==> config.mk <==
export PLATFORM = sky130hd
export DESIGN_NAME = vcs_fifo
export DESIGN_NICKNAME = d
export VERILOG_FILES = /design/src/hdl/vcs_pkg.sv /design/src/hdl/vcs_fifo.sv
export SDC_FILE = /design/constraint.sdc
export NUM_CORES = 1
export LEC_CHECK = 0
export ABC_AREA = 1
export CAP_MARGIN = 30
export CORE_MARGIN = 3
export CORE_UTILIZATION = 62
export CTS_CLUSTER_SIZE = 20
export DETAILED_ROUTE_END_ITERATION = 10
export DONT_BUFFER_PORTS = 1
export HOLD_SLACK_MARGIN = 0.12
export PLACE_DENSITY = 0.78
export REMOVE_ABC_BUFFERS = 1
export SYNTH_ARGS = -nofsm -noshare
export SYNTH_HDL_FRONTEND = slang
export SYNTH_SLANG_ARGS = --single-unit
==> constraint.sdc <==
create_clock -name i_clk -period 2.1 [get_ports i_clk]
set_input_delay 0.105 -clock i_clk [delete_from_list [all_inputs] [get_ports i_clk]]
set_output_delay 0.105 -clock i_clk [all_outputs]
set_load 0.005 [all_outputs]
==> src/hdl/vcs_pkg.sv <==
package vcs_pkg;

    localparam int CHUNK_SIZE_DEF   = 16;
    localparam int CHUNK_HEIGHT_DEF = 256;
    localparam int DATA_WIDTH_DEF   = 32;

    localparam int CFG_W       = 20;
    localparam int CFG_IDX_W   = 1;
    localparam int IN_XW       = 24;
    localparam int IN_YW       = 16;
    localparam int IN_ZW       = 24;
    localparam int WORD_W      = 32;
    localparam int DATA_OUT_W  = 32;
    localparam int DIR_W       = 3;
    localparam int FACE_COUNT  = 6;
    localparam int QUEUE_DEPTH = 2;

    localparam logic [CFG_IDX_W-1:0] REG_CHUNK_X = 1'b0;
    localparam logic [CFG_IDX_W-1:0] REG_CHUNK_Z = 1'b1;

    typedef enum logic [1:0] {
        OP_ADD       = 2'd0,
        OP_REMOVE    = 2'd1,
        OP_FIND      = 2'd2,
        OP_NEIGHBORS = 2'd3
    } t_op;

    typedef struct packed {
        t_op              op;
        logic             loc_ok;
        logic [DIR_W-1:0] dir;
        logic             last;
    } t_cmd_ctl;

    localparam logic signed [1:0] FACE_DX [FACE_COUNT] =
        '{2'sd1, -2'sd1, 2'sd0, 2'sd0, 2'sd0, 2'sd0};
    localparam logic signed [1:0] FACE_DY [FACE_COUNT] =
        '{2'sd0, 2'sd0, 2'sd1, -2'sd1, 2'sd0, 2'sd0};
    localparam logic signed [1:0] FACE_DZ [FACE_COUNT] =
        '{2'sd0, 2'sd0, 2'sd0, 2'sd0, 2'sd1, -2'sd1};

    // width of chunk coordinate times chunk size
    function automatic int base_w(input int cs);
        return CFG_W + $clog2(cs) + 1;
    endfunction

    // width of a local coordinate before range check
    function automatic int loc_w(input int cs);
        return ((base_w(cs) > IN_XW) ? base_w(cs) : IN_XW) + 2;
    endfunction

endpackage

==> src/hdl/vcs_fifo.sv <==
module vcs_fifo
    import vcs_pkg::*;
#(
    parameter int WIDTH = 8,
    parameter int DEPTH = QUEUE_DEPTH
) (
    input  logic             i_clk,
    input  logic             i_rst_n,
    input  logic             i_push_valid,
    output logic             o_push_ready,
    input  logic [WIDTH-1:0] i_push_data,
    output logic             o_pop_valid,
    input  logic             i_pop_ready,
    output logic [WIDTH-1:0] o_pop_data
);

    localparam int AW = (DEPTH > 1) ? $clog2(DEPTH) : 1;
    localparam int CW = $clog2(DEPTH + 1);

    logic [WIDTH-1:0] r_mem [DEPTH];
    logic [AW-1:0]    r_wp;
    logic [AW-1:0]    r_rp;
    logic [CW-1:0]    r_cnt;
    logic             push;
    logic             pop;

    assign o_push_ready = (r_cnt != CW'(DEPTH));
    assign o_pop_valid  = (r_cnt != '0);
    assign o_pop_data   = r_mem[r_rp];
    assign push         = i_push_valid && o_push_ready;
    assign pop          = o_pop_valid && i_pop_ready;

    always_ff @(posedge i_clk) begin
        if (push) begin
            r_mem[r_wp] <= i_push_data;
        end
    end

    always_ff @(posedge i_clk) begin
        if (!i_rst_n) begin
            r_wp  <= '0;
            r_rp  <= '0;
            r_cnt <= '0;
        end else begin
            if (push) begin
                r_wp <= (r_wp == AW'(DEPTH - 1)) ? '0 : r_wp + AW'(1);
            end
            if (pop) begin
                r_rp <= (r_rp == AW'(DEPTH - 1)) ? '0 : r_rp + AW'(1);
            end
            if (push && !pop) begin
                r_cnt <= r_cnt + CW'(1);
            end else if (pop && !push) begin
                r_cnt <= r_cnt - CW'(1);
            end
        end
    end

endmodule

==> impl_summary.txt, run 1 <==
----------------------------------------------------
[Critical path]
  Startpoint Class ... register
  Cell with the largest stage delay on the worst path ... sky130_fd_sc_hd__nor2_1
  Data arrival time at the worst-slack endpoint ... ~1400 ps
  Start of the worst register-to-register path ... r_cnt[0]$_SDFFE_PN0P_
  Critical path type ... reg -> reg
  Biggest cell delay along the critical path ... 500 ps
  Worst endpoint required time ... 2040 ps
  Crit. End Element ... register
  Cell repeated most along the worst path ... sky130_fd_sc_hd__nand2_4
  Kind of cell adding the most delay to the critical path ... simple AND/OR/NAND/NOR gates
  Critical Path, Cell by Cell ... inv_2 -> nand2_4 -> nand2_4 -> nor2_1
  Worst setup path startpoint ... r_cnt[0]$_SDFFE_PN0P_
  Largest fanout of any net on the critical path ... 8
  Sum of buffers and inverters on the critical path ... 1

[Synthesis]
  Predominant post-synthesis flop cell ... sky130_fd_sc_hd__edfxtp_1
  Mapped Cells ... 62
  Count of warnings emitted by yosys ... 0
  Average footprint of a synthesized cell ... 13.5 um^2
  Total standard cell area after synthesis ... 836 um^2
  Number of distinct library cells after synthesis ... 18
  Async set-or-reset flop fraction in the synthesized netlist ... 0
  Count of flip-flops with a built-in enable after synthesis ... 16
  Sequential-to-total area share from yosys stat ... 0.695
  Synth top area share ... 0.575
  Biggest area contributors in the synthesized netlist ... sky130_fd_sc_hd__edfxtp_1 57%, sky130_fd_sc_hd__dfxtp_1 12%, sky130_fd_sc_hd__mux2_2 11%, sky130_fd_sc_hd__nor2_1 3.6%, sky130_fd_sc_hd__inv_1 2.7%
  Most area-hungry cell type in the Yosys netlist ... sky130_fd_sc_hd__edfxtp_1
  Number of synthesized register bits ... 21

[Final layout]
  Fraction of final layout cells with drive strength greater than 1 ... 0.234
  Final design area excluding fillers ... 992 um^2
  Storage cell area ... 581 um^2
  Commonest non-fill, non-tap cell in the layout ... sky130_fd_sc_hd__edfxtp_1
  Most used cells in the layout excluding fill and tap cells ... 16 x sky130_fd_sc_hd__edfxtp_1, 11 x sky130_fd_sc_hd__dlygate4sd3_1, 8 x sky130_fd_sc_hd__mux2_2, 8 x sky130_fd_sc_hd__nor2_1
  Area occupied by multi-input gates ... 219 um^2
  N_diodes ... 0
  Number of fill cells ... 58
  Final nets ... 91
  Area growth from synthesis to layout ... 18.7%

[Die]
  Area inside the core boundary ... 1190 um^2
  Num rows ... 12
  Initial core utilization ... 0.705
  Number of top-level pins ... 22
  Die boundary width ... ~43 um
  Floorplan die height ... 42.7 um
  Die outline area ... 1820 um^2

[Placement]
  Routability Congestion ... 0.734
  Post-Place Setup Slack ... 605 ps
  Count of input and output buffers ... 0
  Placed inst area ... 856 um^2
  HPWL reported at the end of detailed placement ... 899 um

[Clock tree]
  CTS max path bufs ... 2
  Cell chosen for the clock root ... sky130_fd_sc_hd__clkbuf_4
  Worst-path clk slew ... about 110 ps
  Buffer count from post-CTS setup fixing ... 0
  Total number of clock tree sinks ... 21
  Clock latency at the later pin of the worst-skew pair ... ~290 ps
  TritonCTS Buffers ... 3
  Clock tree from TritonCTS ... done
  Total number of H-tree levels ... 1

[Power and ir drop]
  PnR Total Power ... 0.00107 W
  Power density over the cells ... approximately 1100 nW/um^2
  Worst supply voltage drop on vdd ... 0.848 mV
  P_leak ... 0.379 nW

[Outcome]
  Result of the run ... finished clean

[STA]
  Total negative slack ... 0 ps
  Setup-violating endpoint count in the final report ... 0
  Min Tclk post-route ... 1500 ps
  Final number of max-transition violations ... 0
  Unrepaired setup endpoints after global routing ... false
  Worst slew margin relative to its limit ... 0.568
  Transition time at the pin with the least slew margin ... between 600 and 700 ps
  Final setup margin ... 604 ps
  Crit share post-route ... 0.712
  Final Hold Fails ... 0
  Max frequency ... between 600 and 700 MHz
  Worst setup skew after layout ... 1.81 ps

[Drt]
  Final wirelength ... roughly 1400 um
  First-pass detailed-route iteration total ... 4
  Number of DRC markers in iteration 0 ... 12
  Total via count in the routed design ... 498
  Drt via density ... approximately 5.5
  DRC ... 0
  Per-cell routed wire length ... 15.7 um
  Antenna violation net count after detailed routing ... 0

[Global routing]
  Global-route wire length before repair ... 2350 um
  Initial antenna violation count ... 0
  Maximum number of pins on one net before global-route repair ... 12
  Global router's overall resource usage ... 0.178
  Grt total ovfl ... 0
  Number of global-route vias before repair ... 526

[Flow run]
  Reported max-cap violation count ... 0

[Hold path]
  Min-delay worst type ... in -> reg
  Startpoint of the most critical hold path ... i_push_data[7]

----------------------------------------------------
-- layout make-up --
cell class | count | area share
clock buffer | 4 | 0.0265
timing repair buffer | 12 | 0.119
multi-input combinational | 32 | 0.221
sequential | 21 | 0.585
inverter | 8 | 0.0315
tap | 14 | 0.0177
-- synth_stat cells (2+ instances only) --
library cell / instances
sky130_fd_sc_hd__nand2_4: 2
sky130_fd_sc_hd__dfxtp_1: 5
sky130_fd_sc_hd__inv_1: 6
sky130_fd_sc_hd__nand2_1: 6
sky130_fd_sc_hd__nor2_1: 8
sky130_fd_sc_hd__edfxtp_1: 16
sky130_fd_sc_hd__mux2_2: 8
-- power by group --
part	switching [W]	internal (W)
Clock	0.000112	0.0000739
Sequential	0.0000551	0.000530
Combinational	0.000168	0.000127
Total	0.000335	0.000732
-- flip-flops by register name (all words and copies together) (netlist names), named ones only --
name   count
r_wp       1
r_rp       1
r_mem     16
r_cnt      2
-- stage by stage --
| step | util | instances | hold slack (ps) |
|---|---|---|---|
| after floorplan | - | 61 | 204 |
| after global placement | 0.722 | 76 | 204 |
| after detailed placement | 0.722 | 76 | 204 |
| after CTS | 0.836 | 91 | 453 |
| after global routing | 0.836 | 91 | 464 |
| final | 0.836 | 91 | 466 |
-- layer usage --
layer | routed length [um] | global-route usage | share of wire
met4 | 49 | 0.0994 | 0.034
met2 | 750 | 0.305 | 0.52
met3 | 93 | 0.0508 | 0.065
met1 | 535 | 0.195 | 0.37
met5 | 0 | 0 | 0
-- path summary, 6_finish.rpt --
| check | to | slack [ps] | cells after the start |
|---|---|---|---|
| setup / recovery | r_mem[0][5]$_DFFE_PP_ | 600 | 4 |
| hold / removal | r_mem[0][7]$_DFFE_PP_ | 470 | 1 |
| setup reg to reg | r_mem[0][5]$_DFFE_PP_ | 600 | 4 |
| hold reg to reg | r_cnt[0]$_SDFFE_PN0P_ | 510 | 1 |
-- kinds of logic (layout without fill, tap and decap cells) --
kind of cell    count (synthesis)  in the layout  synth area share
compound gates                  4              4            0.0284
flops                          21             21             0.695
mux                             8              8             0.108
simple gates                   19             19             0.111
buf+inv                         9             24            0.0434
fa+ha+maj                       1              1            0.0150
-- what timing repair did --
item / in CTS / in global routing
hold buffers: 11 / 0
resized for setup: 0 / 0
hold endpoints to repair: 21 / 0
No activity file was read; power rests on OpenSTA's default activity.
==> run 2: changes to the inputs <==
--- a/config.mk
+++ b/config.mk
@@ -8,12 +8,12 @@
 export ABC_AREA = 1
 export CAP_MARGIN = 30
 export CORE_MARGIN = 3
-export CORE_UTILIZATION = 62
+export CORE_UTILIZATION = 58
 export CTS_CLUSTER_SIZE = 20
 export DETAILED_ROUTE_END_ITERATION = 10
 export DONT_BUFFER_PORTS = 1
 export HOLD_SLACK_MARGIN = 0.12
-export PLACE_DENSITY = 0.78
+export PLACE_DENSITY = 0.74
 export REMOVE_ABC_BUFFERS = 1
 export SYNTH_ARGS = -nofsm -noshare
 export SYNTH_HDL_FRONTEND = slang
==> constraint.sdc (replaced) <==
create_clock -name i_clk -period 1.5 [get_ports i_clk]
set_input_delay 0.075 -clock i_clk [delete_from_list [all_inputs] [get_ports i_clk]]
set_output_delay 0.075 -clock i_clk [all_outputs]
set_load 0.005 [all_outputs]
==> run 2 against run 1 <==
Effect of this change: first-iteration DRC count decreased by 8.3%; count of clock-buffer cells in the layout stayed put; cell area grew 1.0%; worst setup slack got worse by 440 ps; highest routed layer unchanged; cell count up 2.2%; clock skew grew 1.1 ps; total power rose by 41%; die area rose by 5.9%; fmax rose by 12%; utilization decreased by 8.5 points; sequential power up 41%.
==> impl_summary.txt, run 2 (synthesized netlist as in run 1, its figures left out) <==
----------------------------------------------------
[Outcome]
  Result of the run ... finished clean

[Global routing]
  Maximum number of pins on one net before global-route repair ... 12
  Grt total ovfl ... 0
  Number of global-route vias before repair ... 531
  Global-route wire length before repair ... 2190 um
  Global router's overall resource usage ... 0.159
  Initial antenna violation count ... 0

[Critical path]
  Register-to-register setup slack ... 170 ps
  Largest fanout of any net on the critical path ... 4
  Startpoint Class ... register
  Crit. End Element ... register
  Start of the worst register-to-register path ... r_cnt[1]$_SDFFE_PN0P_
  Worst endpoint required time ... 1740 ps
  Critical path type ... reg -> reg
  Worst reg2reg path depth ... 8
  Critical register-to-register path endpoint ... r_cnt[1]$_SDFFE_PN0P_
  Data arrival time at the worst-slack endpoint ... between 1500 and 2000 ps

[Die]
  Number of top-level pins ... 22
  Num rows ... 13
  Area inside the core boundary ... 1330 um^2
  Die boundary width ... 44.0 um
  Die outline area ... 1930 um^2
  Floorplan die height ... ~44 um
  Initial core utilization ... 0.627

[Drt]
  Number of DRC markers in iteration 0 ... 11
  Antenna violation net count after detailed routing ... 0
  First-pass detailed-route iteration total ... 4
  Drt via density ... 5.34
  DRC ... 0
  Final wirelength ... 1370 um
  Total via count in the routed design ... approximately 500
  Per-cell routed wire length ... between 10 and 15 um

[Clock tree]
  Worst-path clk slew ... about 100 ps
  Buffer count from post-CTS setup fixing ... 0
  Total number of H-tree levels ... 1
  Clock latency at the later pin of the worst-skew pair ... 290 ps
  CTS max path bufs ... 2
  Cell chosen for the clock root ... sky130_fd_sc_hd__clkbuf_4
  TritonCTS Buffers ... 3
  Clock tree from TritonCTS ... done
  Total number of clock tree sinks ... 21

[Final layout]
  N_diodes ... 0
  Final nets ... ~90
  Number of flip-flops under the largest register name ... 16
  Commonest non-fill, non-tap cell in the layout ... sky130_fd_sc_hd__edfxtp_1
  Final design area excluding fillers ... 1000 um^2
  Largest registers ranked by flip-flop count ... r_mem: 16 flops, r_cnt: 2 flops
  Most used cells in the layout excluding fill and tap cells ... 16 x sky130_fd_sc_hd__edfxtp_1, 11 x sky130_fd_sc_hd__dlygate4sd3_1, 8 x sky130_fd_sc_hd__mux2_2, 8 x sky130_fd_sc_hd__nor2_1, 6 x sky130_fd_sc_hd__nand2_1
  Cell Count, Final, Fillers Out ... 93
  Fraction of final layout cells with drive strength greater than 1 ... 0.269
  Largest register by flop count ... r_mem
  Area growth from synthesis to layout ... 19.9%
  Fin util ... 0.751

[Power and ir drop]
  P_leak ... 0.384 nW
  Worst supply voltage drop on vdd ... approximately 1.1 mV
  Power density over the cells ... 1500 nW/um^2

[STA]
  Crit share post-route ... 0.887
  Final setup margin ... 169 ps
  Unrepaired setup endpoints after global routing ... false
  Worst setup skew after layout ... 2.88 ps
  Transition time at the pin with the least slew margin ... 325 ps
  Max frequency ... 751 MHz
  Final Hold Fails ... 0
  Final number of max-transition violations ... 0
  Total negative slack ... 0 ps
  Worst slew margin relative to its limit ... 0.783
  Setup-violating endpoint count in the final report ... 0
  Min Tclk post-route ... 1330 ps

[Flow run]
  Reported max-cap violation count ... 0

[Hold path]
  Hold endpoint ... r_mem[0][0]$_DFFE_PP_
  Min-delay worst type ... in -> reg
  Startpoint of the most critical hold path ... i_push_data[0]
  Number of cells traversed by the worst hold path ... 1

[Placement]
  Routability Congestion ... 0.694
  Post-Place Setup Slack ... ~170 ps
  Count of input and output buffers ... 0
  Placed inst area ... 865 um^2
  # placed instances ... 78
  HPWL reported at the end of detailed placement ... ~930 um

----------------------------------------------------
-- run 2: area by class of cell --
| class | instances | area (um^2) |
|---|---|---|
| timing repair buffer | 13 | 125 |
| inverter | 8 | 31.3 |
| tap | 15 | 18.8 |
| multi-input combinational | 32 | 219 |
| clock buffer | 4 | 26.3 |
| sequential | 21 | 582 |
| fill | 87 | 332 |
-- run 2: power by group --
part | switching, W | internal (W) | total, W
Sequential | 0.0000808 | 0.000745 | 0.000826
Clock | 0.000154 | 0.000104 | 0.000257
Combinational | 0.000229 | 0.000191 | 0.000420
Total | 0.000463 | 0.00104 | 0.00150
-- run 2: worst max-delay path, stage by stage (launching register included) --
cell and delay (ps):
sky130_fd_sc_hd__dfxtp_1 440, sky130_fd_sc_hd__o21a_2 170, sky130_fd_sc_hd__inv_1 40, sky130_fd_sc_hd__ha_1 300, sky130_fd_sc_hd__inv_2 80, sky130_fd_sc_hd__nand3_1 70
sky130_fd_sc_hd__nand2_1 50, sky130_fd_sc_hd__inv_1 30, sky130_fd_sc_hd__nor2_1 80
-- run 2: per-stage QoR --
stage	hold WS (ps)	power, W
CTS	429	0.00150
finish	443	0.00150
floorplan	174	0.00113
global placement	174	0.00120
detailed placement	174	0.00122
global route	423	0.00161
-- run 2: worst max-delay path by stage --
stage | slack, ps | end | depth (start not counted) | from
floorplan | 200 | r_mem[1][0]$_DFFE_PP_ | 4 | r_cnt[0]$_SDFFE_PN0P_
global placement | 200 | r_cnt[1]$_SDFFE_PN0P_ | 10 | r_cnt[0]$_SDFFE_PN0P_
detailed placement | 170 | r_cnt[1]$_SDFFE_PN0P_ | 10 | r_cnt[0]$_SDFFE_PN0P_
CTS | 150 | r_cnt[1]$_SDFFE_PN0P_ | 10 | r_cnt[0]$_SDFFE_PN0P_
global route | 40 | r_cnt[1]$_SDFFE_PN0P_ | 10 | r_cnt[0]$_SDFFE_PN0P_
finish | 170 | r_cnt[1]$_SDFFE_PN0P_ | 8 | r_cnt[1]$_SDFFE_PN0P_
-- run 2: timing repair --
| action | 4_1_cts | 5_1_grt |
|---|---|---|
| hold buffers | 11 | 0 |
| hold endpoints to repair | 21 | 0 |
| gates resized for setup | 0 | 3 |
| setup endpoints to repair | 0 | 2 |
-- run 2: routing by layer --
metal  track usage  part of all wire
met1         0.169              0.40
met2         0.279              0.53
met3        0.0373             0.063
met4        0.0964            0.0036
met5             0                 0
