**src/hdl/vcs_pkg.sv**
```systemverilog
package vcs_pkg;

    localparam int CHUNK_SIZE_DEF   = 16;
    localparam int CHUNK_HEIGHT_DEF = 256;
    localparam int DATA_WIDTH_DEF   = 32;

    localparam int CFG_W       = 20;
    localparam int CFG_IDX_W   = 1;
    localparam int IN_XW       = 24;
    localparam int IN_YW       = 16;
    localparam int IN_ZW       = 24;
    localparam int WORD_W      = 32;
    localparam int DATA_OUT_W  = 32;
    localparam int DIR_W       = 3;
    localparam int FACE_COUNT  = 6;
    localparam int QUEUE_DEPTH = 2;

    localparam logic [CFG_IDX_W-1:0] REG_CHUNK_X = 1'b0;
    localparam logic [CFG_IDX_W-1:0] REG_CHUNK_Z = 1'b1;

    typedef enum logic [1:0] {
        OP_ADD       = 2'd0,
        OP_REMOVE    = 2'd1,
        OP_FIND      = 2'd2,
        OP_NEIGHBORS = 2'd3
    } t_op;

    typedef struct packed {
        t_op              op;
        logic             loc_ok;
        logic [DIR_W-1:0] dir;
        logic             last;
    } t_cmd_ctl;

    localparam logic signed [1:0] FACE_DX [FACE_COUNT] =
        '{2'sd1, -2'sd1, 2'sd0, 2'sd0, 2'sd0, 2'sd0};
    localparam logic signed [1:0] FACE_DY [FACE_COUNT] =
        '{2'sd0, 2'sd0, 2'sd1, -2'sd1, 2'sd0, 2'sd0};
    localparam logic signed [1:0] FACE_DZ [FACE_COUNT] =
        '{2'sd0, 2'sd0, 2'sd0, 2'sd0, 2'sd1, -2'sd1};

    // width of chunk coordinate times chunk size
    function automatic int base_w(input int cs);
        return CFG_W + $clog2(cs) + 1;
    endfunction

    // width of a local coordinate before range check
    function automatic int loc_w(input int cs);
        return ((base_w(cs) > IN_XW) ? base_w(cs) : IN_XW) + 2;
    endfunction

endpackage

```
**src/hdl/vcs_front.sv**
```systemverilog
module vcs_front
    import vcs_pkg::*;
#(
    parameter int CHUNK_SIZE   = CHUNK_SIZE_DEF,
    parameter int CHUNK_HEIGHT = CHUNK_HEIGHT_DEF,
    parameter int DATA_WIDTH   = DATA_WIDTH_DEF,
    parameter int IW           = $clog2(CHUNK_SIZE * CHUNK_SIZE * CHUNK_HEIGHT),
    parameter int BW           = base_w(CHUNK_SIZE)
) (
    input  logic                    i_clk,
    input  logic                    i_rst_n,
    input  logic signed [BW-1:0]    i_base_x,
    input  logic signed [BW-1:0]    i_base_z,
    input  logic                    i_clearing,
    input  logic                    i_valid,
    output logic                    o_ready,
    input  logic [1:0]              i_opcode,
    input  logic signed [IN_XW-1:0] i_world_x,
    input  logic signed [IN_YW-1:0] i_world_y,
    input  logic signed [IN_ZW-1:0] i_world_z,
    input  logic [WORD_W-1:0]       i_block_word,
    output logic                    o_cmd_valid,
    input  logic                    i_cmd_ready,
    output t_cmd_ctl                o_ctl,
    output logic [IW-1:0]           o_idx,
    output logic [DATA_WIDTH-1:0]   o_word
);

    localparam int LW  = loc_w(CHUNK_SIZE);
    localparam int YSW = IN_YW + 1;
    localparam int XW  = $clog2(CHUNK_SIZE);
    localparam int YW  = $clog2(CHUNK_HEIGHT);

    localparam logic signed [LW-1:0]  CS_L  = LW'(CHUNK_SIZE);
    localparam logic signed [YSW-1:0] CH_Y  = YSW'(CHUNK_HEIGHT);
    localparam logic [IW-1:0]         CS_I  = IW'(CHUNK_SIZE);
    localparam logic [IW-1:0]         CS2_I = IW'(CHUNK_SIZE * CHUNK_SIZE);

    logic                     r_busy;
    t_op                      r_op;
    logic signed [LW-1:0]     r_lx;
    logic signed [LW-1:0]     r_lz;
    logic signed [YSW-1:0]    r_y;
    logic [WORD_W-1:0]        r_word;
    logic [DIR_W-1:0]         r_face;

    logic                     nb;
    logic signed [1:0]        dx;
    logic signed [1:0]        dy;
    logic signed [1:0]        dz;
    logic signed [LW-1:0]     lx_f;
    logic signed [LW-1:0]     lz_f;
    logic signed [YSW-1:0]    y_f;
    logic                     loc_ok;
    logic                     push;
    logic                     accept;
    logic [DATA_WIDTH+WORD_W-1:0] word_ext;

    always_comb begin
        nb   = (r_op == OP_NEIGHBORS);
        dx   = nb ? FACE_DX[r_face] : 2'sd0;
        dy   = nb ? FACE_DY[r_face] : 2'sd0;
        dz   = nb ? FACE_DZ[r_face] : 2'sd0;
        lx_f = r_lx + LW'(dx);
        lz_f = r_lz + LW'(dz);
        y_f  = r_y + YSW'(dy);
        loc_ok = !lx_f[LW-1] && (lx_f < CS_L)
              && !lz_f[LW-1] && (lz_f < CS_L)
              && !y_f[YSW-1] && (y_f < CH_Y);
        o_idx = '0;
        if (loc_ok) begin
            o_idx = IW'(lx_f[XW-1:0]) + IW'(lz_f[XW-1:0]) * CS_I
                  + IW'(y_f[YW-1:0]) * CS2_I;
        end
        o_ctl.op     = r_op;
        o_ctl.loc_ok = loc_ok;
        o_ctl.dir    = nb ? r_face : '0;
        o_ctl.last   = !nb || (r_face == DIR_W'(FACE_COUNT - 1));
    end

    assign word_ext    = {{DATA_WIDTH{1'b0}}, r_word};
    assign o_word      = word_ext[DATA_WIDTH-1:0];
    assign o_cmd_valid = r_busy;
    assign push        = r_busy && i_cmd_ready;
    assign o_ready     = (!r_busy || (push && o_ctl.last)) && !i_clearing;
    assign accept      = i_valid && o_ready;

    always_ff @(posedge i_clk) begin
        if (accept) begin
            r_op   <= t_op'(i_opcode);
            r_lx   <= LW'(i_world_x) - LW'(i_base_x);
            r_lz   <= LW'(i_world_z) - LW'(i_base_z);
            r_y    <= YSW'(i_world_y);
            r_word <= i_block_word;
        end
    end

    always_ff @(posedge i_clk) begin
        if (!i_rst_n) begin
            r_busy <= 1'b0;
            r_face <= '0;
        end else begin
            if (accept) begin
                r_busy <= 1'b1;
                r_face <= '0;
            end else if (push) begin
                if (o_ctl.last) begin
                    r_busy <= 1'b0;
                end else begin
                    r_face <= r_face + DIR_W'(1);
                end
            end
        end
    end

endmodule

```
**config.mk**
```make
export PLATFORM = sky130hd
export DESIGN_NAME = vcs_front
export DESIGN_NICKNAME = d
export VERILOG_FILES = /design/src/hdl/vcs_pkg.sv /design/src/hdl/vcs_front.sv
export SDC_FILE = /design/constraint.sdc
export NUM_CORES = 1
export LEC_CHECK = 0
export BUFFER_PORTS_ARGS = -buffer_cell sky130_fd_sc_hd__buf_2
export CORE_MARGIN = 1.5
export CORE_UTILIZATION = 39
export DETAILED_ROUTE_END_ITERATION = 7
export GPL_TIMING_DRIVEN = 0
export MAX_ROUTING_LAYER = met4
export SETUP_SLACK_MARGIN = 0.02
export SLEW_MARGIN = 20
export SYNTH_ARGS = -nofsm -noshare
export SYNTH_HDL_FRONTEND = slang
export SYNTH_SLANG_ARGS = --single-unit
export TNS_END_PERCENT = 1
```
**constraint.sdc**
```tcl
create_clock -name i_clk -period 5.84 [get_ports i_clk]
set_input_delay 0.292 -clock i_clk [delete_from_list [all_inputs] [get_ports i_clk]]
set_output_delay 0.292 -clock i_clk [all_outputs]
set_load 0.01 [all_outputs]
```
==> impl_metrics.json, run 1 <==
{
  "syn2layout_area_growth_pct": 18.9,
  "avgSynthCellArea_um2": 9.05,
  "slew_headroom_pct": 52.6,
  "cp-start-kind": "flop",
  "p_comb_share_pct": 25.5,
  "synth_edf_count": 102,
  "power_density_nw_per_um2": 177,
  "fin_area_um2": 11700,
  "cts_buffers": 9,
  "drcViolationCount": 0,
  "seqPwrFrac_pct": 44.5,
  "placed_cells": 1622,
  "place_area_um2": 11300,
  "switching_share_pct": 30.5,
  "insertion_delay_ns": 0.37,
  "seq_area_um2": 3140,
  "crit_type": "flop to output port",
  "row_count": 57,
  "ys_seq_area_share_pct": 32.0,
  "clkSinkCount": 106,
  "p_leak_nw": 5.33,
  "rr_worst_depth": 7,
  "core_um2": 24500,
  "ys_types": 79,
  "vias": 8754,
  "p_sw_w": 0.000631,
  "totalWireLength_um": 24300,
  "gp_congestion": 0.921,
  "synth_cells": 1086,
  "r2r-start": "r_op[0]$_DFFE_PP_",
  "die_height_um": 162,
  "fin_crit_sh_pct": 94.7,
  "dieArea_um2": 26200,
  "worst-path-max-fanout": 12,
  "ir_drop_mv": 0.118,
  "final.hold.worst_slack_ns": 0.0901,
  "ios": 210,
  "status": "complete, no violations",
  "htreeDepth": 3,
  "viasPerCell": 5.34,
  "min_path_cells": 1,
  "rrSetupSlack_ns": 3.55,
  "p_clk_share_pct": 30.0,
  "finClkSkew_ns": 0.0100,
  "hp-start": "i_block_word[27]",
  "ys_warn_count": 0,
  "worstPathRequired_ns": 5.55,
  "layout-drive-gt1-share_pct": 20.3,
  "critPathArrivalTime_ns": 5.24,
  "first_pass_iters": 5,
  "port_buffers": 209,
  "end_kind": "output port",
  "synth_top_area_cell": "edfxtp_1",
  "rsz0062_at_grt": "false",
  "netlist_area_um2": 9830,
  "finalHoldViolations": 0,
  "ys_seq_elements": 106,
  "hold_class": "input port to flop",
  "cts_root_buf": "clkbuf_16",
  "timing.rr.end": "o_word[31]$_DFFE_PP_",
  "track_usage_pct": 19.2,
  "max_cap_violations": 0,
  "ant_nets": 0,
  "multiInputGateArea_um2": 6250,
  "fmax_ghz": 0.181,
  "hold_buffers": 0,
  "slew_violations": 0,
  "grt_pass1_wl_um": 39800,
  "drt_iter0_drc": 447,
  "initial_utilization_pct": 40.1,
  "finalPower_w": 0.00207,
  "n_antenna_cell": 0,
  "nets": 1590,
  "wl_per_cell_um": 14.8,
  "ys.flop_type": "edfxtp_1",
  "antenna_found_initial": 0,
  "p_int_w": 0.00143,
  "fin_cells": 1640,
  "path_clk_slew_ns": 0.09,
  "cts_tree": "done",
  "overflow": 0,
  "grt_max_degree": 60,
  "grt_pass1_vias": 8268,
  "yosysTopAreaCellShare_pct": 31.2,
  "min_to": "o_word[27]$_DFFE_PP_",
  "worst_pin_slew_ns": 0.710,
  "ys_top_cells_by_area": "edfxtp_1 31%, ha_1 15%, a21oi_1 4.9%",
  "syn-num-nets": 1365,
  "clockBufferDepth": 2,
  "min_period_ns": 5.53,
  "fp.dieW_um": 162,
  "fillers": 2448,
  "setup_viol": 0,
  "async_reset_ff_share_pct": 0,
  "hpwl_um": 19500
}
## layer usage
| metal | track usage [%] | wire (um) |
|---|---|---|
| met5 | - | 0 |
| met3 | 2.91 | 1260 |
| met4 | 5.25 | 332 |
| met1 | 26.1 | 12200 |
| met2 | 29.7 | 10500 |
## sequential cells by signal, indices dropped and copies added (netlist names)
register     flops
o_cmd_valid      1
o_word          32
r_face           3
r_lx            26
r_lz            26
r_op             2
r_y             16
## final cells by class
type	count	share of cell area [%]
sequential	106	26.9
clock buffer	9	1.93
timing repair buffer	214	9.65
inverter	95	3.09
tap	324	3.47
multi-input combinational	862	53.5
buffer	23	0.920
clock inverter	7	0.578
## power groups by stage
stage / sequential (W) / clock (W) / combinational, W
4_1_cts: 0.000920 / 0.000643 / 0.000528
3_3_place_gp: 0.000942 / 0 / 0.000518
3_5_place_dp: 0.000937 / 0 / 0.000524
6_report: 0.000919 / 0.000620 / 0.000526
2_1_floorplan: 0.000942 / 0 / 0.000367
5_1_grt: 0.000925 / 0.000661 / 0.000596
## stage by stage
stage / util, % / setup WS [ns] / TNS (ns)
detailed placement: 46.2 / 0.0770 / 0
CTS: 47.4 / 0.0466 / 0
finish: 47.6 / 0.309 / 0
global placement: 46.0 / -1.67 / -27.06
global route: 47.6 / 0.0277 / 0
floorplan: - / 0.173 / 0
## cell usage in the layout (no fill, tap or decap), types with 19 or more instances in the layout
cell / synthesis / final
edfxtp_1: 102 / 102
nand2_1: 84 / 84
nand3_1: 24 / 24
inv_1: 95 / 94
a21oi_1: 97 / 96
buf_2: 8 / 217
o21ai_0: 55 / 55
o211ai_1: 23 / 23
xnor2_1: 47 / 47
and2_1: 20 / 19
ha_1: 121 / 121
a211oi_1: 21 / 20
a21o_1: 31 / 31
nor3_1: 23 / 23
xor2_1: 23 / 23
nor2_1: 71 / 71
## critical path, stage by stage (launching register included)
cell	delay, ns
dfxtp_1	0.34
inv_1	0.10
ha_1	0.18
nor3b_4	0.32
buf_4	0.26
buf_4	0.21
ha_1	0.24
clkbuf_1	0.22
a21oi_1	0.36
o21ai_0	0.20
o2111ai_1	0.38
a2111oi_2	0.17
o2111a_1	0.26
o31a_1	0.25
or4_1	0.47
a211oi_4	0.30
buf_12	0.16
buf_6	0.16
and2_1	0.14
buf_2	0.14
## cells by family (layout without fill, tap and decap cells)
kind of cell / after synthesis / in the layout / synth area share, %
simple gates: 305 / 305 / 15.4
compound gates: 349 / 349 / 24.0
xor+xnor: 70 / 70 / 6.24
flops: 106 / 106 / 32.0
mux: 12 / 12 / 1.29
buf+inv: 118 / 348 / 4.72
fa+ha+maj: 126 / 126 / 16.4
## worst max path at each step
stage / depth (start not counted) / startpoint / to
floorplan: 14 / r_op[0]$_DFFE_PP_ / o_idx[10]
global placement: 17 / r_face[1]$_SDFFE_PP0P_ / o_idx[15]
detailed placement: 16 / r_face[0]$_SDFFE_PP0P_ / o_idx[15]
CTS: 18 / r_face[1]$_SDFFE_PP0P_ / o_idx[2]
global route: 19 / r_face[1]$_SDFFE_PP0P_ / o_idx[6]
finish: 19 / r_face[1]$_SDFFE_PP0P_ / o_idx[6]
## timing repair
| action | CTS | global route |
|---|---|---|
| resized for setup | 3 | 4 |
| endpoints found under the setup margin | 17 | 17 |
| cloned | 0 | 0 |
| pin swaps | 1 | 2 |
| setup buffers | 0 | 2 |
## Yosys cell counts (8+ instances only)
| cell type | instances |
|---|---|
| a31oi_1 | 14 |
| ha_1 | 121 |
| buf_2 | 8 |
| nand2_1 | 84 |
| and2_1 | 20 |
| or3_1 | 8 |
| o21ai_0 | 55 |
| nor3_1 | 23 |
| mux2i_1 | 10 |
| nand3_1 | 24 |
| o2111ai_1 | 9 |
| nor4_1 | 8 |
| a21o_1 | 31 |
| xnor2_1 | 47 |
| o21a_1 | 10 |
| nor2_1 | 71 |
| nor2b_1 | 12 |
| edfxtp_1 | 102 |
| a211oi_1 | 21 |
| inv_1 | 95 |
| o211ai_1 | 23 |
| xor2_1 | 23 |
| nand4_1 | 14 |
| nand2b_1 | 10 |
| clkbuf_1 | 13 |
| o21bai_1 | 10 |
| a21oi_1 | 97 |
(Power assumes the default switching activity.)
==> inputs of run 2 (changes only) <==
--- a/config.mk
+++ b/config.mk
@@ -5,7 +5,7 @@
 export SDC_FILE = /design/constraint.sdc
 export NUM_CORES = 1
 export LEC_CHECK = 0
-export BUFFER_PORTS_ARGS = -buffer_cell sky130_fd_sc_hd__buf_2
+export BUFFER_PORTS_ARGS = -buffer_cell sky130_fd_sc_hd__buf_4
 export CORE_MARGIN = 1.5
 export CORE_UTILIZATION = 39
 export DETAILED_ROUTE_END_ITERATION = 7
==> run 2 against run 1 <==
Net effect:
- routed wire length rose by 1.3%
- worst hold slack improved by 0.0014 ns
- total power is 4.1% higher
- worst setup slack better by 0.037 ns
- non-clock buffer count down 1
- via count is 0.48% lower
==> impl_metrics.json, run 2 (synthesis gave the netlist of run 1 again) <==
{
  "syn2layout_area_growth_pct": 24.5,
  "finClkSkew_ns": 0.0129,
  "totalWireLength_um": 24600,
  "dieArea_um2": 26200,
  "p_clk_share_pct": 31.1,
  "fp.dieW_um": 162,
  "antenna_found_initial": 1,
  "min_period_ns": 5.49,
  "worstPathRequired_ns": 5.55,
  "layout-drive-gt1-share_pct": 20.4,
  "grt_pass1_vias": 8363,
  "setup_tns_ns": 0,
  "max_cap_violations": 0,
  "slew_violations": 0,
  "hp-start": "i_block_word[14]",
  "initial_utilization_pct": 40.1,
  "p_sw_w": 0.000637,
  "clockBufferDepth": 2,
  "setup_viol": 0,
  "cts_buffers": 9,
  "port_buffers": 209,
  "viasPerCell": 5.32,
  "insertion_delay_ns": 0.37,
  "rrSetupSlack_ns": 3.47,
  "power_density_nw_per_um2": 176,
  "final_cell_mix": "212 x buf_4, 121 x ha_1, 102 x edfxtp_1",
  "worst_pin_slew_ns": 0.752,
  "fmax_ghz": 0.182,
  "status": "complete, no violations",
  "seq_area_um2": 3140,
  "slew_headroom_pct": 49.5,
  "hpwl_um": 19900,
  "ant_nets": 0,
  "fillers": 2405,
  "end_kind": "output port",
  "grt_max_degree": 61,
  "place_area_um2": 11900,
  "rr_worst_depth": 7,
  "hold_class": "input port to flop",
  "cp-start-kind": "flop",
  "fin_area_um2": 12200,
  "cts_tree": "done",
  "n_antenna_cell": 0,
  "timing.rr.end": "o_word[8]$_DFFE_PP_",
  "ir_drop_mv": 0.139,
  "r2r-start": "r_op[0]$_DFFE_PP_",
  "p_int_w": 0.00151,
  "seqPwrFrac_pct": 42.8,
  "fin_crit_sh_pct": 94.1,
  "switching_share_pct": 29.6,
  "drcViolationCount": 0,
  "gp_congestion": 0.887,
  "layout_commonest_cell": "buf_4",
  "final.hold.worst_slack_ns": 0.0916,
  "worst-path-max-fanout": 26,
  "critPathArrivalTime_ns": 5.20,
  "rsz0062_at_grt": "false",
  "first_pass_iters": 5,
  "ios": 210,
  "vias": 8712,
  "path_clk_slew_ns": 0.08,
  "min_path_cells": 1,
  "grt_pass1_wl_um": 40400,
  "nets": 1589,
  "p_leak_nw": 5.50,
  "multiInputGateArea_um2": 6270,
  "cts_root_buf": "clkbuf_16",
  "p_comb_share_pct": 26.1,
  "row_count": 57,
  "htreeDepth": 3,
  "die_height_um": 162,
  "finalHoldViolations": 0,
  "largest_reg_flops": 32,
  "min_to": "o_word[14]$_DFFE_PP_",
  "clkSinkCount": 106,
  "overflow": 0,
  "crit_type": "flop to output port",
  "finalPower_w": 0.00215,
  "drt_iter0_drc": 676,
  "wl_per_cell_um": 15.0,
  "core_um2": 24500,
  "track_usage_pct": 19.5
}
-- run 2: layout make-up --
type	count	area share, %
Multi-Input combinational cell	862	51.2
Sequential cell	106	25.7
Clock inverter	7	0.777
Clock buffer	9	1.84
Timing Repair Buffer	213	13.3
Buffer	23	0.879
Tap cell	324	3.31
Inverter	95	2.96
-- run 2: per-layer routing --
metal	up-vias	routed length [um]	part of all wire, %	global-route usage (%)
li1	4523	-	-	-
met1	3940	12100	49	26.5
met2	218	10800	44	30.6
met3	31	1380	5.6	3.01
met4	0	354	1.4	4.34
met5	-	0	0	-
-- run 2: critical path: stages, from the launching register on --
cell       delay, ns
edfxtp_1        0.44
and3_1          0.22
and2_4          0.26
ha_1            0.31
buf_2           0.21
nand4_1         0.20
nor3_1          0.38
o211ai_2        0.22
a2111oi_1       0.45
o32ai_1         0.15
mux2i_1         0.39
o2111ai_1       0.17
or4_1           0.56
a211oi_4        0.27
buf_12          0.17
buf_6           0.15
and2_1          0.14
buf_4           0.12
-- run 2: worst max path at each step --
stage                                       from   endpoint  slack [ns]  cells past startpoint
after floorplan                r_op[0]$_DFFE_PP_  o_idx[10]        0.17                     14
after global placement    r_face[1]$_SDFFE_PP0P_   o_idx[3]       -1.77                     17
after detailed placement  r_face[0]$_SDFFE_PP0P_   o_idx[2]        0.06                     16
after CTS                      r_op[0]$_DFFE_PP_   o_idx[2]        0.11                     17
after global routing           r_op[0]$_DFFE_PP_   o_idx[3]        0.01                     18
final                          r_op[0]$_DFFE_PP_   o_idx[2]        0.35                     17
-- run 2: power by group through the flow --
stage / logic [W] / clock network (W) / registers, W
6_report: 0.000561 / 0.000668 / 0.000920
5_1_grt: 0.000633 / 0.000717 / 0.000925
4_1_cts: 0.000564 / 0.000689 / 0.000920
3_5_place_dp: 0.000560 / 0 / 0.000937
3_3_place_gp: 0.000552 / 0 / 0.000942
2_1_floorplan: 0.000367 / 0 / 0.000942
-- run 2: through the flow --
stage               cells  util, %  worst slack, ns
finish               1639     49.9            0.346
global route         1639     49.9           0.0131
CTS                  1639     49.7            0.109
global placement     1619     48.1            -1.77
detailed placement   1622     48.3           0.0609
floorplan            1086        -            0.173
-- run 2: repair_timing --
item,CTS,global route
cloned,0,0
hold buffers,0,0
buffers inserted,1,0
gates resized for setup,2,8
endpoints found under the setup margin,17,17
pin swaps,1,0
==> inputs of run 3 (changes only) <==
--- a/config.mk
+++ b/config.mk
@@ -6,7 +6,6 @@
 export NUM_CORES = 1
 export LEC_CHECK = 0
 export BUFFER_PORTS_ARGS = -buffer_cell sky130_fd_sc_hd__buf_4
-export CORE_MARGIN = 1.5
 export CORE_UTILIZATION = 39
 export DETAILED_ROUTE_END_ITERATION = 7
 export GPL_TIMING_DRIVEN = 0
==> constraint.sdc (replaced) <==
create_clock -name i_clk -period 5.84 [get_ports i_clk]
set_input_delay 0.584 -clock i_clk [delete_from_list [all_inputs] [get_ports i_clk]]
set_output_delay 0.584 -clock i_clk [all_outputs]
set_load 0.01 [all_outputs]
==> run 3 against run 2 <==
Net effect:
- routed wire length increased by 0.54%
- final area grew 0.88%
- critical endpoint is now o_idx[3]
- sequential share of layout area shrank 0.21 points
- via count increased by 2.1%
- register-to-register slack gained 0.06 ns
- combinational power up 0.7%
- non-clock buffer count unchanged
- clock skew down 0.0024 ns
- core utilization up 0.44 points
- total power fell by 0.25%
- worst setup slack worse by 0.094 ns
==> impl_metrics.json, run 3 (synthesis gave the netlist of run 1 again) <==
{
  "setup_viol": 0,
  "finClkSkew_ns": 0.0106,
  "die_height_um": 161,
  "setup_ws_ns": 0.252,
  "place_area_um2": 11900,
  "timing.rr.end": "r_lz[21]$_DFFE_PP_",
  "crit_start": "r_face[1]$_SDFFE_PP0P_",
  "grt_pass1_wl_um": 39800,
  "power_density_nw_per_um2": 174,
  "ios": 210,
  "first_pass_iters": 5,
  "fin_area_um2": 12300,
  "max_cap_violations": 0,
  "hold_class": "input port to flop",
  "status": "complete, no violations",
  "fin_crit_sh_pct": 95.7,
  "fmax_ghz": 0.179,
  "cp-start-kind": "flop",
  "antenna_found_initial": 0,
  "crit_end": "o_idx[3]",
  "path_cells": "inv_1 -> ha_1 -> nor3b_4 -> buf_12 -> buf_6 -> ha_1 -> a211oi_1 -> o211ai_1 -> and4bb_1 -> o2111ai_2 -> a2111oi_4 -> o2111a_1 -> o31a_1 -> or4_1 -> a211oi_4 -> buf_12 -> buf_6 -> and2_1 -> buf_4",
  "min_period_ns": 5.59,
  "rr_worst_depth": 8,
  "grt_max_degree": 59,
  "largest_reg_flops": 32,
  "ir_drop_mv": 0.158,
  "worstPathRequired_ns": 5.26,
  "final.hold.worst_slack_ns": 0.392,
  "initial_utilization_pct": 40.1,
  "gp_congestion": 0.913,
  "core_um2": 24500,
  "crit_type": "flop to output port",
  "hpwl_um": 19700,
  "syn2layout_area_growth_pct": 25.6,
  "final_cell_mix": "212 x buf_4, 120 x ha_1, 102 x edfxtp_1",
  "cts_buffers": 9,
  "insertion_delay_ns": 0.36,
  "fin_cells": 1639,
  "clkSinkCount": 106,
  "fp.dieW_um": 161,
  "cpPeakStageDelay_ns": 0.48,
  "critPathArrivalTime_ns": 5.00,
  "grt_pass1_vias": 8227,
  "drcViolationCount": 0,
  "track_usage_pct": 19.4,
  "totalWireLength_um": 24800,
  "clockBufferDepth": 2,
  "dieArea_um2": 25800,
  "wl_per_cell_um": 15.1,
  "overflow": 0,
  "layout_commonest_cell": "buf_4",
  "viasPerCell": 5.43,
  "r2r-start": "r_face[1]$_SDFFE_PP0P_",
  "row_count": 57,
  "vias": 8897,
  "p_leak_nw": 5.53,
  "nets": 1589,
  "n_antenna_cell": 0,
  "crit_slowest_cell": "or4_1",
  "hold_buffers": 0,
  "layout-drive-gt1-share_pct": 21.7,
  "finalHoldViolations": 0,
  "slew_headroom_pct": 52.8,
  "end_kind": "output port",
  "rrSetupSlack_ns": 3.53,
  "worst-path-max-fanout": 18,
  "htreeDepth": 3,
  "cts_root_buf": "clkbuf_16",
  "worst_pin_slew_ns": 0.702,
  "setup_tns_ns": 0,
  "pre_cts_ws_ns": -0.306,
  "cts_tree": "done",
  "port_buffers": 209,
  "ant_nets": 0,
  "drt_iter0_drc": 476,
  "slew_violations": 0,
  "placed_cells": 1621,
  "path_clk_slew_ns": 0.08
}
[run 3: timing repair]
| item | in CTS | in global routing |
|---|---|---|
| endpoints found under the setup margin | 17 | 17 |
| buffers inserted | 1 | 3 |
| pin swaps | 2 | 3 |
| resized for setup | 5 | 22 |
[run 3: worst min path at each step]
stage / from / endpoint / slack (ns) / depth (start not counted)
4_1_cts: i_block_word[28] / o_word[28]$_DFFE_PP_ / 0.37 / 1
3_3_place_gp: o_cmd_valid$_SDFFE_PN0P_ / o_cmd_valid$_SDFFE_PN0P_ / 0.49 / 2
2_1_floorplan: r_face[1]$_SDFFE_PP0P_ / r_face[1]$_SDFFE_PP0P_ / 0.51 / 2
5_1_grt: i_block_word[0] / o_word[0]$_DFFE_PP_ / 0.37 / 1
6_report: i_block_word[14] / o_word[14]$_DFFE_PP_ / 0.39 / 1
3_5_place_dp: o_cmd_valid$_SDFFE_PN0P_ / o_cmd_valid$_SDFFE_PN0P_ / 0.49 / 2
[run 3: area by class of cell]
class / instances / area [um^2]
well taps: 324 / 405
clock buffers: 9 / 225
fillers: 2372 / 12200
repair buffers: 215 / 1660
clock inverters: 7 / 97.6
multi-input cells: 862 / 6350
inverters: 95 / 362
flip-flops and latches: 106 / 3140
plain buffers: 21 / 100
[run 3: power breakdown]
group | switching [W] | internal (W) | leakage (nW) | total, W
Clock | 0.000313 | 0.000346 | 0.157 | 0.000659
Combinational | 0.000303 | 0.000262 | 4.39 | 0.000565
Sequential | 0.0000159 | 0.000904 | 0.986 | 0.000920
Total | 0.000632 | 0.00151 | 5.53 | 0.00214
[run 3: layer usage]
layer  wire length (um)  up-vias  global-route usage (%)  part of all wire, %
met4                317        0                    4.97                  1.3
met5                  0        -                       -                    0
met1              12500     4083                    26.9                   51
met2              10800      248                    29.6                   44
met3               1120       30                    2.71                  4.5
li1                   -     4536                       -                    -
[run 3: stage by stage]
stage                     util [%]  total power [W]
after global placement        48.1          0.00149
final                         50.3          0.00214
after detailed placement      48.3          0.00150
after floorplan                  -          0.00131
after global routing          50.3          0.00227
after CTS                     49.8          0.00217
[run 3: worst max-delay path: cells and delay by family, from the launching register on]
family / cells / cell delay, ns
buffers and inverters: 6 / 0.89
DFF: 1 / 0.35
and+or+nand+nor: 4 / 1.11
AOI/OAI and AO/OA: 7 / 1.82
adders and majority gates: 2 / 0.46
